`config.mk`:
```
export PLATFORM = sky130hd
export DESIGN_NAME = cir_back
export DESIGN_NICKNAME = d
export VERILOG_FILES = /design/src/sv/cir_pkg.sv /design/src/sv/cir_back.sv
export SDC_FILE = /design/constraint.sdc
export NUM_CORES = 1
export LEC_CHECK = 0
export BUFFER_PORTS_ARGS = -buffer_cell sky130_fd_sc_hd__buf_4
export CORE_UTILIZATION = 42
export CTS_CLUSTER_DIAMETER = 150
export DETAILED_ROUTE_END_ITERATION = 12
export PLACE_DENSITY = 0.88
export REMOVE_ABC_BUFFERS = 1
export SLEW_MARGIN = 30
export SYNTH_ARGS = -nofsm -noshare
export SYNTH_HDL_FRONTEND = slang
export SYNTH_SLANG_ARGS = --single-unit
```
`constraint.sdc`:
```
create_clock -name clk -period 0.9 [get_ports clk]
set_input_delay 0.18 -clock clk [delete_from_list [all_inputs] [get_ports clk]]
set_output_delay 0.18 -clock clk [all_outputs]
set_load 0.005 [all_outputs]
```
`src/sv/cir_pkg.sv`:
```
// ----------------------------------------------------------------------------
// cir_pkg: shared definitions for the channel interleave reorder block
// Frame geometry, field widths, command and register codes, and the result
// beat that travels from the front end to the back end.
// ----------------------------------------------------------------------------
package cir_pkg;

  // Frame geometry.
  localparam int FRAMES       = 1024;
  localparam int MAX_CHANNELS = 8;
  localparam int STORE_DEPTH  = FRAMES * MAX_CHANNELS;
  localparam int FRAME_BITS   = $clog2(FRAMES);
  localparam int ADDR_W       = $clog2(STORE_DEPTH);
  localparam int COUNT_W      = ADDR_W + 1;
  localparam int CHAN_W       = 4;
  localparam int CTR_W        = (FRAME_BITS > CHAN_W) ? FRAME_BITS : CHAN_W;
  localparam int SAMPLE_W     = 32;

  // Result queue geometry.
  localparam int QUEUE_DEPTH = 2;
  localparam int QPTR_W      = $clog2(QUEUE_DEPTH);
  localparam int QCNT_W      = QPTR_W + 1;

  // Configuration port.
  localparam int CFG_IDX_W  = 1;
  localparam int CFG_DATA_W = CHAN_W;

  // Channel count after reset.
  localparam logic [CHAN_W-1:0] CHANNELS_RESET = CHAN_W'(2);

  typedef enum logic [0:0] {
    CMD_LOAD = 1'b0,
    CMD_READ = 1'b1
  } cmd_e_t;

  typedef enum logic [CFG_IDX_W-1:0] {
    REG_CHANNEL_COUNT = 1'b0,
    REG_DIRECTION     = 1'b1
  } reg_idx_t;

  typedef enum logic [0:0] {
    DIR_TO_GROUPED     = 1'b0,
    DIR_TO_INTERLEAVED = 1'b1
  } dir_t;

  // One result beat.
  typedef struct packed {
    logic [SAMPLE_W-1:0] sample;
    logic                last;
    logic                empty;
  } res_beat_t;

endpackage

```
`src/sv/cir_back.sv`:
```
// ----------------------------------------------------------------------------
// cir_back: result back end
// Takes one beat from the queue each cycle and presents it on the result
// ports for one cycle with a strobe.
// ----------------------------------------------------------------------------
module cir_back (
  input  logic                          clk,
  input  logic                          rst_n,
  input  logic                          not_empty,
  input  cir_pkg::res_beat_t            head,
  output logic                          pop,
  output logic                          out_strobe,
  output logic [cir_pkg::SAMPLE_W-1:0]  out_sample_out,
  output logic                          out_last,
  output logic                          out_empty_res
);

  logic               strobe_r, strobe_nxt;
  cir_pkg::res_beat_t beat_r, beat_nxt;

  // The receiver never stalls, so a waiting beat is always taken.
  always_comb begin
    pop        = not_empty;
    strobe_nxt = not_empty;
    beat_nxt   = not_empty ? head : beat_r;
  end

  always_ff @(posedge clk) begin
    if (!rst_n) begin
      strobe_r <= 1'b0;
    end else begin
      strobe_r <= strobe_nxt;
    end
  end

  always_ff @(posedge clk) begin
    beat_r <= beat_nxt;
  end

  assign out_strobe     = strobe_r;
  assign out_sample_out = beat_r.sample;
  assign out_last       = beat_r.last;
  assign out_empty_res  = beat_r.empty;

endmodule

```
==> results.toml, run 1 <==
[setup_path]
cp.required_ns = 0.72
critPathBufInv = 1
startpoint = "out_sample_out[11]"
crit_type = "reg -> out"
cp_slowest_cell = "edfxtp_1"
worstPathMaxFanout = 1
cp.arrival_ns = 0.93
cp_top_family = "flip-flops"
worstPathCellList = "buf_6"
slowest_delay_ns = 0.45
cp-start-kind = "flop"
end_kind = "output pin"

[logic_synthesis]
async_reset_ff_share_pct = 0
syn_inst = 37
syn_area_per_cell_um2 = 28.51
yosysUniqueCellTypes = 4
yosysMostFrequentCell = "edfxtp_1"
synthTopCellsByArea = "edfxtp_1 97%, dfxtp_1 1.9%, buf_4 0.71%, and2_1 0.59%"
synth_edf_count = 34
ys_seq_elements = 35
yosysTopAreaCellShare_pct = 96.80
yosys_warnings = 0
yosys.area.top_type = "edfxtp_1"
synth_area_mm2 = 0.001055
yosysSeqAreaShare_pct = 98.70
synth_flop_cell = "edfxtp_1"
synth.top_cells.by_count = "34 x edfxtp_1, 1 x and2_1, 1 x buf_4, 1 x dfxtp_1"

[sta]
fin_crit_sh_pct = 122.9
fin_ws_ns = -0.2060
tightest_slew_ns = 0.1481
fin_tns_setup_ns = -4.640
hold_violations = 0
rsz0062_at_grt = "yes"
setup_violations = 35
slew_viol_final = 0
slew_headroom_pct = 90.13
fmax_mhz = 904.2
period_minus_slack_ns = 1.106

[placement]
place_hpwl_mm = 1.753
placed_cells = 138
routabilityCongestion = 0.6294
io_buffers = 72

[global_routing]
grt_pass1_vias = 675
grt-ovfl-total = 0
grt_usage_pct = 20.59
grt_pass1_wl_mm = 3.567
grt_max_degree = 20
antenna_found_initial = 0

[cts]
cts_buffers = 5
htreeDepth = 2
clockBufferDepth = 2
ctsHoldBuffers = 0
root_buffer = "clkbuf_4"
clkTransAtPathRegs_ns = 0.10
cts_tree = "built"
cts_num_sinks = 35

[detailed_routing]
antenna_left = 0
drt_pass1_iterations = 4
drt-initial-drc-count = 15
vias = 700
wl_per_cell_um = 19.25
routed_wirelength_mm = 2.810
vias_per_cell = 4.795
drc = 0

[status]
violations = "negative setup slack"
outcome = "finished, violations left"

[die]
fp-row-count = 17
io_pins = 73
core_area_mm2 = 0.002297
die_h_um = 52.12
start_util_pct = 45.92
fp.dieW_um = 52.12
die-area_mm2 = 0.002716

[power]
power_density_mw_per_mm2 = 1877
p_leak_nw = 0.7623
irDropWorstVdd_mv = 1.324

[run]
maxCapViolations = 0

[layout]
fillCellCount = 131
final_layout_size_suffix_gt1_share_pct = 68.64
final_cells = 146
final_net_count = 154
utilization_pct = 77.34
area_delta_synth_final_pct = 68.45
n_antenna_cell = 0

[min_path]
hold_class = "in -> reg"
min_to = "out_sample_out[13]"
holdPathStages = 1
holdCritStartpoint = "head[15]"
==> through the flow <==
step / area, um2 / hold slack, ns / total power, mW / setup slack [ns]
after global routing: 1777 / -0.001592 / 3.467 / -0.2583
after CTS: 1747 / 0.02337 / 3.313 / -0.1825
after floorplan: 1047 / 0.2789 / 2.016 / 0.3647
after global placement: 1663 / 0.3579 / 2.361 / 0.1166
final: 1777 / 0.02419 / 3.334 / -0.2060
after detailed placement: 1663 / 0.3594 / 2.385 / 0.1107
==> cell type report <==
cell class / count / area, um2 / area share [%]
clock buffers: 8 / 68.82 / 3.873
multi-input cells: 1 / 6.256 / 0.3521
flip-flops and latches: 35 / 1041 / 58.59
well taps: 28 / 35.03 / 1.972
repair buffers: 74 / 625.6 / 35.21
==> flip-flops by register name, indices dropped and copies added, names as in the netlist <==
signal          cells
out_sample_out     32
out_last            1
out_empty_res       1
out_strobe          1
==> cells in the final DEF (no fill, tap or decap) <==
master,instances
clkbuf_4,5
and2_1,1
dfxtp_1,1
buf_6,12
edfxtp_1,34
buf_12,2
clkbuf_1,1
clkbuf_8,2
buf_4,60
==> worst max-delay path by stage <==
stage                                     to  slack (ns)  depth (start not counted)
final                     out_sample_out[11]       -0.21                          1
after global placement                   pop        0.12                          3
after detailed placement                 pop        0.11                          3
after global routing      out_sample_out[11]       -0.26                          1
after floorplan                out_empty_res        0.36                          0
after CTS                 out_sample_out[18]       -0.18                          1
==> kinds of logic after synthesis <==
family / count (synthesis) / synth area share (%)
simple gates: 1 / 0.5935
buf+inv: 1 / 0.7120
flops: 35 / 98.70
==> layer usage <==
metal  global-route usage (%)  part of all wire (%)
met1                    25.45                    39
met2                    31.62                    50
met3                    9.942                   9.4
met4                    6.757                   1.4
met5                        0                     0
==> where the power goes <==
| group | total [mW] | switching [mW] | internal, mW | leakage (nW) |
|---|---|---|---|---|
| registers | 1.98 | 0.0557 | 1.93 | 0.341 |
| clock network | 0.942 | 0.482 | 0.460 | 0.0386 |
| logic | 0.409 | 0.127 | 0.281 | 0.383 |
==> timing repair <==
action,4_1_cts,5_1_grt
endpoints found under the setup margin,35,35
gates resized for setup,4,8
buffers inserted,0,0
endpoints found under the hold margin,0,0
No activity file was read; power rests on OpenSTA's default activity.
==> run 2, diff against run 1 <==
- RECOVER_POWER: default -> 50
- REMOVE_ABC_BUFFERS: 1 -> default
==> results.toml, run 2 (synthesized netlist as in run 1, its figures left out) <==
[cts]
clockBufferDepth = 2
root_buffer = "clkbuf_4"
htreeDepth = 2
cts_buffers = 5
clkTransAtPathRegs_ns = 0.09
cts_num_sinks = 35
cts_tree = "built"

[min_path]
holdPathStages = 1
holdCritStartpoint = "head[28]"
min_to = "out_sample_out[26]"
hold_class = "in -> reg"

[setup_path]
end_kind = "output pin"
critPathBufInv = 1
cp-start-kind = "flop"
cp_top_family = "flip-flops"
crit_type = "reg -> out"
slowest_delay_ns = 0.43
cp_slowest_cell = "edfxtp_1"
cp.required_ns = 0.72
worstPathCellList = "buf_6"
worstPathMaxFanout = 1
cp.arrival_ns = 0.89

[die]
core_area_mm2 = 0.002297
die-area_mm2 = 0.002716
fp.dieW_um = 52.12
start_util_pct = 45.92
io_pins = 73
fp-row-count = 17
die_h_um = 52.12

[detailed_routing]
drc = 0
routed_wirelength_mm = 2.301
dr_wl_met3_um = 267
vias = 662
wl_met2_mm = 1.137
vias_per_cell = 4.443
antenna_left = 0
drt-initial-drc-count = 18
drt-met1-wl_um = 876
dr.max_layer_used = "met4"
wl_per_cell_um = 15.44
drt_pass1_iterations = 4

[global_routing]
grt_pass1_vias = 593
grt-ovfl-total = 0
grt_pass1_wl_mm = 3.098
antenna_found_initial = 0
grt_usage_pct = 18.36
grt_max_degree = 23

[layout]
final_cell_mix = "36 x clkbuf_4, 34 x edfxtp_1, 28 x buf_4"
n_antenna_cell = 0
final_common_cell = "clkbuf_4"
final_area_mm2 = 0.001769
final_net_count = 157
area_delta_synth_final_pct = 67.73
final_layout_size_suffix_gt1_share_pct = 65.29
ff_latch_area_mm2 = 0.001042
fillCellCount = 128
multi_input_area_um2 = 6.256
largest_reg_flops = 32

[logic_synthesis]
syn-num-nets = 74

[power]
power_density_mw_per_mm2 = 1753
irDropWorstVdd_mv = 1.479
p_total_mw = 3.101
p_leak_nw = 0.7484

[placement]
io_buffers = 72
routabilityCongestion = 0.6054
dpl-instance-area_mm2 = 0.001650
place_hpwl_mm = 1.781

[sta]
hold_slack_ns = 0.05211
tightest_slew_ns = 0.3186
slew_headroom_pct = 78.76
slew_viol_final = 0
hold_violations = 0
setup_violations = 35
rsz0062_at_grt = "yes"
fmax_mhz = 931.5
period_minus_slack_ns = 1.074
fin_ws_ns = -0.1735
fin_crit_sh_pct = 119.3

[status]
outcome = "finished, violations left"
violations = "negative setup slack"

[run]
maxCapViolations = 0
## run 2: cell types whose count changed in the layout (fill, tap and decap cells not counted)
cell / change
dfxtp_2: +1
clkinv_1: +2
dfxtp_1: -1
buf_4: -32
clkbuf_4: +31
buf_12: -1
clkbuf_1: +1
clkbuf_8: -2
clkbuf_2: +1
dlygate4sd3_1: +3
## run 2: worst max-delay path by stage
stage / start / to / depth (start not counted)
finish: out_sample_out[0] / out_sample_out[0] / 1
global route: out_sample_out[18] / out_sample_out[18] / 1
CTS: out_sample_out[18] / out_sample_out[18] / 1
detailed placement: not_empty / out_sample_out[26] / 2
global placement: not_empty / out_sample_out[15] / 2
floorplan: out_empty_res / out_empty_res / 0
## run 2: through the flow
stage	utilization, %	instances	TNS, ns	setup WS, ns
2_1_floorplan	-	37	0	0.3647
3_3_place_gp	71.84	138	0	0.1054
3_5_place_dp	71.84	138	0	0.08276
4_1_cts	74.29	146	-4.791	-0.1886
5_1_grt	77.02	149	-5.902	-0.2037
6_report	77.02	149	-4.169	-0.1735
## run 2: layout make-up
type	instances	area share, %
Clock inverter	2	0.4243
Sequential cell	35	58.91
Multi-Input combinational cell	1	0.3536
Timing Repair Buffer	77	36.00
Clock buffer	6	2.334
Tap cell	28	1.980
## run 2: power breakdown
group	internal [mW]	switching, mW	leakage, nW
Clock	0.289	0.446	0.0273
Sequential	1.93	0.0473	0.341
Combinational	0.272	0.119	0.380
Total	2.49	0.612	0.748
## run 2: timing repair
item | in CTS | in global routing
gates resized for setup | 2 | 11
hold endpoints to repair | 0 | 3
hold buffers | 0 | 3
buffers inserted | 0 | 0
setup endpoints to repair | 35 | 35
## run 2: metal layers
layer / track usage, % / vias up
met2: 27.14 / 45
met1: 21.80 / 302
met5: 0 / -
met4: 5.405 / 0
met3: 11.99 / 2
li1: - / 313
