<file path="src/sv/cir_pkg.sv">
// ----------------------------------------------------------------------------
// cir_pkg: shared definitions for the channel interleave reorder block
// Frame geometry, field widths, command and register codes, and the result
// beat that travels from the front end to the back end.
// ----------------------------------------------------------------------------
package cir_pkg;

  // Frame geometry.
  localparam int FRAMES       = 1024;
  localparam int MAX_CHANNELS = 8;
  localparam int STORE_DEPTH  = FRAMES * MAX_CHANNELS;
  localparam int FRAME_BITS   = $clog2(FRAMES);
  localparam int ADDR_W       = $clog2(STORE_DEPTH);
  localparam int COUNT_W      = ADDR_W + 1;
  localparam int CHAN_W       = 4;
  localparam int CTR_W        = (FRAME_BITS > CHAN_W) ? FRAME_BITS : CHAN_W;
  localparam int SAMPLE_W     = 32;

  // Result queue geometry.
  localparam int QUEUE_DEPTH = 2;
  localparam int QPTR_W      = $clog2(QUEUE_DEPTH);
  localparam int QCNT_W      = QPTR_W + 1;

  // Configuration port.
  localparam int CFG_IDX_W  = 1;
  localparam int CFG_DATA_W = CHAN_W;

  // Channel count after reset.
  localparam logic [CHAN_W-1:0] CHANNELS_RESET = CHAN_W'(2);

  typedef enum logic [0:0] {
    CMD_LOAD = 1'b0,
    CMD_READ = 1'b1
  } cmd_e_t;

  typedef enum logic [CFG_IDX_W-1:0] {
    REG_CHANNEL_COUNT = 1'b0,
    REG_DIRECTION     = 1'b1
  } reg_idx_t;

  typedef enum logic [0:0] {
    DIR_TO_GROUPED     = 1'b0,
    DIR_TO_INTERLEAVED = 1'b1
  } dir_t;

  // One result beat.
  typedef struct packed {
    logic [SAMPLE_W-1:0] sample;
    logic                last;
    logic                empty;
  } res_beat_t;

endpackage

</file>
<file path="src/sv/cir_queue.sv">
// ----------------------------------------------------------------------------
// cir_queue: short result queue
// Decouples the front end from the back end; holds up to two result beats.
// ----------------------------------------------------------------------------
module cir_queue (
  input  logic                          clk,
  input  logic                          rst_n,
  input  logic                          push,
  input  cir_pkg::res_beat_t            push_beat,
  input  logic                          pop,
  output logic                          not_empty,
  output cir_pkg::res_beat_t            head,
  output logic [cir_pkg::QCNT_W-1:0]    count
);

  cir_pkg::res_beat_t              slot_r [cir_pkg::QUEUE_DEPTH];
  logic [cir_pkg::QPTR_W-1:0]      wr_ptr_r, wr_ptr_nxt;
  logic [cir_pkg::QPTR_W-1:0]      rd_ptr_r, rd_ptr_nxt;
  logic [cir_pkg::QCNT_W-1:0]      count_r, count_nxt;
  logic                            do_pop;

  assign do_pop = pop && (count_r != '0);

  // Pointer and fill count update.
  always_comb begin
    wr_ptr_nxt = push ? wr_ptr_r + cir_pkg::QPTR_W'(1) : wr_ptr_r;
    rd_ptr_nxt = do_pop ? rd_ptr_r + cir_pkg::QPTR_W'(1) : rd_ptr_r;
    count_nxt  = count_r + cir_pkg::QCNT_W'(push) - cir_pkg::QCNT_W'(do_pop);
  end

  always_ff @(posedge clk) begin
    if (!rst_n) begin
      wr_ptr_r <= '0;
      rd_ptr_r <= '0;
      count_r  <= '0;
    end else begin
      wr_ptr_r <= wr_ptr_nxt;
      rd_ptr_r <= rd_ptr_nxt;
      count_r  <= count_nxt;
    end
  end

  // Beat storage.
  always_ff @(posedge clk) begin
    if (push) begin
      slot_r[wr_ptr_r] <= push_beat;
    end
  end

  assign not_empty = (count_r != '0);
  assign head      = slot_r[rd_ptr_r];
  assign count     = count_r;

endmodule

</file>
<file path="config.mk">
export PLATFORM = sky130hd
export DESIGN_NAME = cir_queue
export DESIGN_NICKNAME = d
export VERILOG_FILES = /design/src/sv/cir_pkg.sv /design/src/sv/cir_queue.sv
export SDC_FILE = /design/constraint.sdc
export NUM_CORES = 1
export LEC_CHECK = 0
export CORE_AREA = 3 3 85 63
export DETAILED_ROUTE_END_ITERATION = 8
export DIE_AREA = 0 0 88 66
export DONT_BUFFER_PORTS = 1
export PLACE_DENSITY_LB_ADDON = 0.08
export SETUP_SLACK_MARGIN = 0.05
export SLEW_MARGIN = 20
export SYNTH_ARGS = -nofsm -noshare
export SYNTH_HDL_FRONTEND = slang
export SYNTH_SLANG_ARGS = --single-unit
</file>
<file path="constraint.sdc">
create_clock -name clk -period 2.9 [get_ports clk]
set_input_delay 0.58 -clock clk [delete_from_list [all_inputs] [get_ports clk]]
set_output_delay 0.58 -clock clk [all_outputs]
set_load 0.005 [all_outputs]
</file>
==> results of run 1 <==
-- sequential cells by signal, summed over array words and instances (netlist names), named ones only --
name      count
count         2
wr_ptr_r      1
slot_r       68
rd_ptr_r      1
-- worst max-delay path by stage --
| stage | startpoint | endpoint | slack, ns | depth (start not counted) |
|---|---|---|---|---|
| after global routing | flop | head[31] | 0.51 | 2 |
| after CTS | flop | head[32] | 0.58 | 2 |
| after floorplan | push | slot_r[0][0] | 0.33 | 1 |
| after global placement | flop | head[25] | 0.99 | 2 |
| after detailed placement | flop | head[32] | 0.96 | 2 |
| final | flop | head[32] | 0.62 | 2 |
-- routing by layer --
metal  track usage  routed length, um  vias up  share of wire
met3         0.127                615        2           0.16
met1         0.128               1330      524           0.35
met5             0                  0        -              0
li1              -                  -      512              -
met2         0.227               1840       56           0.48
met4        0.0632                 21        0         0.0055
-- kinds of logic after synthesis --
kind of cell	Yosys count	share of synthesized area
compound gates	2	0.00527
xor+xnor	1	0.00791
fa+ha+maj	2	0.00879
buf+inv	6	0.0277
flops	73	0.753
mux	36	0.181
simple gates	8	0.0167
-- power by group --
| part | leakage [nW] | internal (mW) | switching, mW |
|---|---|---|---|
| logic | 0.320 | 0.242 | 0.172 |
| registers | 0.680 | 1.23 | 0.0441 |
| clock network | 0.0766 | 0.300 | 0.317 |
| total | 1.08 | 1.77 | 0.533 |
-- Yosys cell counts (all sizes together) --
cell type | instances | area share
edfxtp | 68 | 0.72
inv | 2 | 0.0026
and2 | 2 | 0.0044
buf | 4 | 0.025
ha | 2 | 0.0088
nand2b | 1 | 0.0022
mux2 | 34 | 0.17
or2 | 1 | 0.0022
nand2 | 1 | 0.0013
nor2b | 3 | 0.0066
xnor3 | 1 | 0.0079
dfxtp | 5 | 0.035
o21a | 2 | 0.0053
mux2i | 2 | 0.0070
-- area by class of cell --
cell class,instances,area [um2]
Timing Repair Buffer,3,22.5
Multi-Input combinational cell,49,633
Clock inverter,4,21.3
Clock buffer,11,131
Inverter,2,7.51
Fill cell,311,1620
Sequential cell,73,2140
Tap cell,57,71.3
-- worst max-delay path, delay by kind of cell (launching register included) --
kind	cells	cell delay [ns]
buffers and inverters	1	0.47
DFF	1	0.48
muxes	1	0.41
-- stage by stage --
step,util,power [mW]
global placement,0.619,1.71
finish,0.652,2.31
global route,0.652,2.43
CTS,0.652,2.34
detailed placement,0.619,1.72
floorplan,-,1.71
==> flow_metrics.env, run 1 <==
export IMPL_max_freq_mhz=438
export IMPL_via_count=1094
export IMPL_fin_skew_ns=0.00417
export IMPL_crit_required_ns=2.32
export IMPL_r2r_cells=1
export IMPL_finalCritPeriodShare=0.787
export IMPL_crit_type="reg2out"
export IMPL_yosysSeqAreaShare=0.753
export IMPL_timing_rr_start="wr_ptr_r"
export IMPL_synth_cells=128
export IMPL_hp_class="in2reg"
export IMPL_yosys_warnings=0
export IMPL_port_buffers=0
export IMPL_place_area_um2=2880
export IMPL_cp_start_kind="flop"
export IMPL_r2r_slack_ns=1.40
export IMPL_cp_arrival_ns=1.70
export IMPL_dp_slack_ns=0.959
export IMPL_worstSetupEndpointType="primary output"
export IMPL_total_leakage_power_nw=1.08
export IMPL_core_um2=4650
export IMPL_syn_avg_cell_area_um2=22.2
export IMPL_die_area_um2=5810
export IMPL_cpPeakStageDelay_ns=0.48
export IMPL_routed_wl_um=3810
export IMPL_die_x_um=88
export IMPL_slew_viol_final=0
export IMPL_wl_per_cell_um=19.1
export IMPL_dp_cells=184
export IMPL_cts_tree="built"
export IMPL_drv_cap=0
export IMPL_path_max_fanout=27
export IMPL_grt_max_degree=36
export IMPL_start_util=0.612
export IMPL_antenna_found_initial=0
export IMPL_grt_pass1_wl_um=5740
export IMPL_final_common_cell="edfxtp_1"
export IMPL_status="finished clean"
export IMPL_ios=75
export IMPL_whs_path_depth=0
export IMPL_antenna_left=0
export IMPL_gp_congestion=0.659
export IMPL_min_period_ns=2.28
export IMPL_synth_distinct_cells=16
export IMPL_gr_total_overflow=0
export IMPL_slowest_stage="dfxtp_2"
export IMPL_tightest_slew_ns=0.967
export IMPL_synth_nets=168
export IMPL_setup_violations_final=0
export IMPL_cts_reportedPaths_clkPinSlew_ns=0.07
export IMPL_via_per_inst=5.50
export IMPL_cts_sinks=73
export IMPL_syn_to_final_growth_pct=6.46
export IMPL_route_detailed_drc=0
export IMPL_power_density_nw_per_um2=761
export IMPL_vdd_ir_drop_max_uv=440
export IMPL_layoutNonFillerInstCount=199
export IMPL_insertedDiodeCount=0
export IMPL_r2r_end="slot_r[0][16]"
export IMPL_whs_ns=0.342
export IMPL_cts_repair_resized=0
export IMPL_fin_tns_setup_ns=0
export IMPL_insertion_delay_ns=0.33
export IMPL_ctsHoldBuffers=0
export IMPL_drive_above_1_share=0.366
export IMPL_dieHeight_um=66
export IMPL_grt_pass1_vias=1187
export IMPL_final_cell_mix="68 x edfxtp_1, 30 x mux2_4, 9 x clkbuf_8, 4 x mux2_2, 4 x dfxtp_1"
export IMPL_ys_ff_latch=73
export IMPL_clk_path_buf_depth=2
export IMPL_final_hold_viol_count=0
export IMPL_cts_root_buf="clkbuf_8"
export IMPL_design_area_um2=3030
export IMPL_synth_area_um2=2850
export IMPL_cts_htree_levels=3
export IMPL_crit_chain="buf_4 > mux2_2"
export IMPL_fin_ws_ns=0.618
export IMPL_dp_hpwl_um=2580
export IMPL_min_to="slot_r[1][28]"
export IMPL_fp_row_count=21
export IMPL_numCtsBuffers=9
export IMPL_firstDrtPassIters=4
export IMPL_grt_usage=0.144
export IMPL_slew_headroom=0.354
export IMPL_nets=178
export IMPL_rsz0062_at_grt="false"
export IMPL_min_from="push_beat[28]"
export IMPL_drt_iter0_drc=31
export IMPL_cts_setup_buffers=0
(Power assumes the default switching activity.)
==> run 2, diff against run 1 <==
Settings changed: ABC_AREA set to 1, CORE_AREA 3 3 85 63 to 3 3 90 66, DIE_AREA 0 0 88 66 to 0 0 93 69.
Clock period 2.9 ns to 1.8 ns, I/O delays scaled along.
==> flow_metrics.env, run 2 <==
export IMPL_ctsHoldBuffers=0
export IMPL_crit_type="reg2out"
export IMPL_endpoint="head[32]"
export IMPL_r2r_end="count[1]"
export IMPL_yosys_area_top_type_share=0.717
export IMPL_design_area_um2=3110
export IMPL_grt_pass1_wl_um=6020
export IMPL_crit_chain="buf_6 > mux2_2"
export IMPL_path_max_fanout=19
export IMPL_total_leakage_power_nw=1.14
export IMPL_tightest_slew_ns=0.242
export IMPL_cts_sinks=73
export IMPL_clk_path_buf_depth=2
export IMPL_top_register="slot_r"
export IMPL_final_core_util=0.600
export IMPL_route_detailed_drc=0
export IMPL_grt_max_degree=20
export IMPL_r2r_cells=10
export IMPL_power_density_nw_per_um2=1250
export IMPL_rsz0062_at_grt="false"
export IMPL_gr_total_overflow=0
export IMPL_slowest_stage="mux2_2"
export IMPL_ys_ff_latch=73
export IMPL_final_common_cell="edfxtp_1"
export IMPL_dp_slack_ns=0.349
export IMPL_synthArstFlopShare=0
export IMPL_grt_pass1_vias=1192
export IMPL_cts_root_buf="clkbuf_8"
export IMPL_vdd_ir_drop_max_uv=660
export IMPL_final_cell_mix="68 x edfxtp_1, 30 x mux2_4, 9 x inv_1, 9 x clkbuf_8"
export IMPL_regArea_um2=2140
export IMPL_layoutNonFillerInstCount=232
export IMPL_synth_area_leaders="edfxtp_1 72%, mux2_4 16%, dfxtp_1 3.5%, buf_12 2.1%, mux2_2 1.6%"
export IMPL_cp_arrival_ns=1.32
export IMPL_antenna_left=0
export IMPL_ios=75
export IMPL_fin_ws_ns=0.123
export IMPL_max_freq_mhz=596
export IMPL_status="finished clean"
export IMPL_via_per_inst=4.96
export IMPL_insertion_delay_ns=0.33
export IMPL_drive_above_1_share=0.338
export IMPL_crit_required_ns=1.44
export IMPL_die_area_um2=6420
export IMPL_syn_avg_cell_area_um2=20.0
export IMPL_setup_violations_final=0
export IMPL_start_util=0.550
export IMPL_whs_ns=0.120
export IMPL_nets=195
export IMPL_yosysMostFrequentCell="edfxtp_1"
export IMPL_nFillCells=397
export IMPL_antenna_found_initial=0
export IMPL_firstDrtPassIters=4
export IMPL_wl_per_cell_um=17.2
export IMPL_synth_cells=142
export IMPL_synth_ff_type="edfxtp_1"
export IMPL_insertedDiodeCount=0
export IMPL_yosys_warnings=0
export IMPL_numCtsBuffers=9
export IMPL_die_x_um=93
export IMPL_slew_headroom=0.839
export IMPL_slew_viol_final=0
export IMPL_final_hold_viol_count=0
export IMPL_routed_wl_um=3980
export IMPL_cts_tree="built"
export IMPL_synth_distinct_cells=12
export IMPL_multi_input_comb_area_um2=607
export IMPL_cts_htree_levels=3
export IMPL_cts_reportedPaths_clkPinSlew_ns=0.07
export IMPL_synth_area_um2=2850
export IMPL_yosys_area_top_type="edfxtp_1"
export IMPL_hp_class="in2reg"
export IMPL_cp_start_kind="flop"
export IMPL_grt_usage=0.130
export IMPL_place_area_um2=2920
export IMPL_dp_cells=216
export IMPL_synth_nets=182
export IMPL_port_buffers=0
export IMPL_cpPeakStageDelay_ns=0.39
export IMPL_drt_iter0_drc=86
export IMPL_min_period_ns=1.68
export IMPL_synth_commonest_cells="68 x edfxtp_1, 30 x mux2_4, 9 x inv_1, 9 x nor2_1, 8 x nand2_1"
export IMPL_dieHeight_um=69
export IMPL_via_count=1151
export IMPL_largest_register_ff_count=68
export IMPL_yosysSeqAreaShare=0.753
export IMPL_drv_cap=0
export IMPL_core_um2=5170
export IMPL_finalPower_mw=3.88
export IMPL_fp_row_count=22
export IMPL_syn_to_final_growth_pct=9.10
export IMPL_fin_tns_setup_ns=0
export IMPL_gp_congestion=0.645
export IMPL_finalCritPeriodShare=0.932
export IMPL_fin_skew_ns=0.00848
export IMPL_worstSetupEndpointType="primary output"
export IMPL_timing_rr_start="count[0]"
export IMPL_dp_hpwl_um=2840
export IMPL_synth_edf_count=68
export IMPL_r2r_slack_ns=0.36
[run 2: cell count changes after synthesis, sizes merged, moves of 3 or more]
cell | previous run | this run
nand2 | 1 | 8
inv | 2 | 9
nor2b | 3 | 0
nor2 | 0 | 9
[run 2: repair_timing]
item / CTS / global route
cloned: 0 / 0
setup endpoints to repair: 2 / 2
endpoints found under the hold margin: 0 / 0
resized for setup: 1 / 1
setup buffers: 0 / 0
[run 2: logic make-up (layout without fill, tap and decap cells)]
group | after synthesis | after routing | synth area share
flip-flops | 73 | 73 | 0.753
adder cells (fa/ha/maj) | 2 | 2 | 0.00879
AO/OA/AOI/OAI | 1 | 1 | 0.00176
multiplexers | 34 | 34 | 0.174
AND/OR/NAND/NOR | 19 | 19 | 0.0259
buffers and inverters | 13 | 31 | 0.0369
[run 2: worst min-delay path by stage]
| stage | startpoint | endpoint | slack, ns | cells past startpoint |
|---|---|---|---|---|
| 2_1_floorplan | rst_n | count[0] | 0.45 | 2 |
| 3_3_place_gp | rst_n | count[0] | 0.46 | 2 |
| 3_5_place_dp | push_beat[4] | slot_r[0][4] | 0.46 | 0 |
| 4_1_cts | push_beat[13] | slot_r[1][13] | 0.10 | 0 |
| 5_1_grt | push_beat[10] | slot_r[1][10] | 0.09 | 0 |
| 6_report | push_beat[31] | slot_r[0][31] | 0.12 | 0 |
[run 2: routing by layer]
metal / GRT usage / vias up / wire length [um]
li1: - / 551 / -
met1: 0.138 / 546 / 1500
met2: 0.201 / 49 / 1940
met3: 0.0938 / 5 / 492
met4: 0.0488 / 0 / 46
met5: 0 / - / 0
[run 2: final cells by class]
cell class / instances / share of cell area
Multi-Input combinational cell: 56 / 0.195
Sequential cell: 73 / 0.690
Clock inverter: 4 / 0.0141
Clock buffer: 12 / 0.0435
Inverter: 9 / 0.0109
Tap cell: 72 / 0.0290
Timing Repair Buffer: 6 / 0.0169
[run 2: critical path: cells and delay by family, from the launching register on]
kind,cells,cell delay [ns]
flip-flops,1,0.35
multiplexers,1,0.39
buffers and inverters,1,0.24
[run 2: power by group]
group	switching, mW	leakage [nW]	internal [mW]
registers	0.0472	0.680	1.98
logic	0.340	0.368	0.367
clock network	0.510	0.0918	0.632
==> run 3, diff against run 2 <==
Settings changed: MAX_ROUTING_LAYER set to met4.
==> flow_metrics.env, run 3 (synthesized netlist as in run 2, its figures left out) <==
export IMPL_status="finished clean"
export IMPL_nets=195
export IMPL_top_usage_layer="met2"
export IMPL_pwr_share_seq=0.523
export IMPL_finalCritPeriodShare=0.932
export IMPL_final_core_util=0.600
export IMPL_total_leakage_power_nw=1.14
export IMPL_slew_headroom=0.839
export IMPL_clk_path_buf_depth=2
export IMPL_insertion_delay_ns=0.33
export IMPL_gp_congestion=0.651
export IMPL_r2r_slack_ns=0.36
export IMPL_top_register="slot_r"
export IMPL_final_cell_mix="68 x edfxtp_1, 30 x mux2_4, 9 x inv_1, 9 x clkbuf_8"
export IMPL_final_hold_viol_count=0
export IMPL_min_period_ns=1.68
export IMPL_dp_hpwl_um=2840
export IMPL_dieHeight_um=69
export IMPL_power_frac_clock=0.295
export IMPL_min_to="slot_r[0][31]"
export IMPL_setup_violations_final=0
export IMPL_antenna_left=0
export IMPL_die_x_um=93
export IMPL_max_freq_mhz=596
export IMPL_grt_usage=0.134
export IMPL_via_count=1157
export IMPL_whs_path_depth=0
export IMPL_crit_required_ns=1.44
export IMPL_cts_htree_levels=3
export IMPL_power_frac_comb=0.182
export IMPL_final_common_cell="edfxtp_1"
export IMPL_design_area_um2=3110
export IMPL_slew_viol_final=0
export IMPL_fp_row_count=22
export IMPL_grt_pass1_wl_um=5990
export IMPL_cpPeakStageDelay_ns=0.39
export IMPL_routed_wl_um=3980
export IMPL_wl_per_cell_um=17.2
export IMPL_cts_setup_buffers=0
export IMPL_power_density_nw_per_um2=1250
export IMPL_dp_cells=216
export IMPL_multi_input_comb_area_um2=607
export IMPL_grt_max_degree=20
export IMPL_met2_usage=0.201
export IMPL_core_um2=5170
export IMPL_r2r_cells=10
export IMPL_cts_reportedPaths_clkPinSlew_ns=0.07
export IMPL_timing_rr_start="count[0]"
export IMPL_insertedDiodeCount=0
export IMPL_slowest_stage="mux2_2"
export IMPL_drv_cap=0
export IMPL_firstDrtPassIters=4
export IMPL_ctsHoldBuffers=0
export IMPL_cts_sinks=73
export IMPL_die_area_um2=6420
export IMPL_drt_iter0_drc=86
export IMPL_internal_power_mw=2.98
export IMPL_grt_pass1_vias=1199
export IMPL_cp_start_kind="flop"
export IMPL_drive_above_1_share=0.338
export IMPL_start_util=0.550
export IMPL_place_area_um2=2920
export IMPL_crit_type="reg2out"
export IMPL_swShare=0.231
export IMPL_fin_tns_setup_ns=0
export IMPL_numCtsBuffers=9
export IMPL_path_max_fanout=19
export IMPL_finalPower_mw=3.88
export IMPL_fin_skew_ns=0.00847
export IMPL_largest_register_ff_count=68
export IMPL_antenna_found_initial=0
export IMPL_crit_chain="buf_6 > mux2_2"
export IMPL_switchingPower_mw=0.898
export IMPL_cts_tree="built"
export IMPL_ios=75
export IMPL_r2r_end="count[1]"
export IMPL_use_met1=0.145
export IMPL_layoutNonFillerInstCount=232
export IMPL_route_detailed_drc=0
export IMPL_cp_arrival_ns=1.32
export IMPL_gr_usage_met3=0.0840
export IMPL_port_buffers=0
export IMPL_gr_total_overflow=0
export IMPL_hp_class="in2reg"
export IMPL_tightest_slew_ns=0.242
export IMPL_rsz0062_at_grt="false"
export IMPL_nFillCells=397
export IMPL_syn_to_final_growth_pct=9.10
export IMPL_min_from="push_beat[31]"
export IMPL_regArea_um2=2140
export IMPL_cts_root_buf="clkbuf_8"
export IMPL_worstSetupEndpointType="primary output"
export IMPL_via_per_inst=4.99
export IMPL_vdd_ir_drop_max_uv=661
run 3: cell counts in the layout (fill, tap and decap cells not counted):
Identical to the previous run, type by type.
run 3: repair_timing:
item / 4_1_cts / 5_1_grt
setup endpoints to repair: 2 / 2
pin swaps: 0 / 0
gates cloned: 0 / 0
gates resized for setup: 1 / 1
endpoints found under the hold margin: 0 / 0
run 3: power groups by stage:
stage | Clock, mW | Combinational, mW | Sequential (mW)
2_1_floorplan | 0 | 0.687 | 2.05
3_3_place_gp | 0 | 0.689 | 2.06
3_5_place_dp | 0 | 0.715 | 2.07
4_1_cts | 1.18 | 0.723 | 2.03
5_1_grt | 1.26 | 0.778 | 2.04
6_report | 1.14 | 0.706 | 2.03
run 3: stage by stage:
| stage | hold slack (ns) | setup slack, ns |
|---|---|---|
| CTS | 0.101 | 0.0640 |
| detailed placement | 0.459 | 0.349 |
| global route | 0.0933 | 0.0491 |
| floorplan | 0.453 | 0.122 |
| global placement | 0.457 | 0.426 |
| finish | 0.120 | 0.123 |
run 3: layout make-up:
type	instances	area share
flip-flops and latches	73	0.690
multi-input cells	56	0.195
clock buffers	12	0.0435
repair buffers	6	0.0169
well taps	72	0.0290
clock inverters	4	0.0141
inverters	9	0.0109
run 3: how the worst max path moves through the flow:
stage / endpoint / depth (start not counted)
3_5_place_dp: count[1] / 10
6_report: head[32] / 2
3_3_place_gp: head[31] / 2
2_1_floorplan: slot_r[0][0] / 2
4_1_cts: head[25] / 2
5_1_grt: head[31] / 2
run 3: worst max-delay path, delay by kind of cell, from the launching register on:
kind	cells	cell delay, ns
muxes	1	0.39
DFF	1	0.35
buffers and inverters	1	0.24
run 3: per-layer routing:
| metal | part of all wire | wire length [um] |
|---|---|---|
| met1 | 0.39 | 1550 |
| met2 | 0.49 | 1940 |
| met3 | 0.11 | 443 |
| met4 | 0.012 | 46 |
| met5 | 0 | 0 |
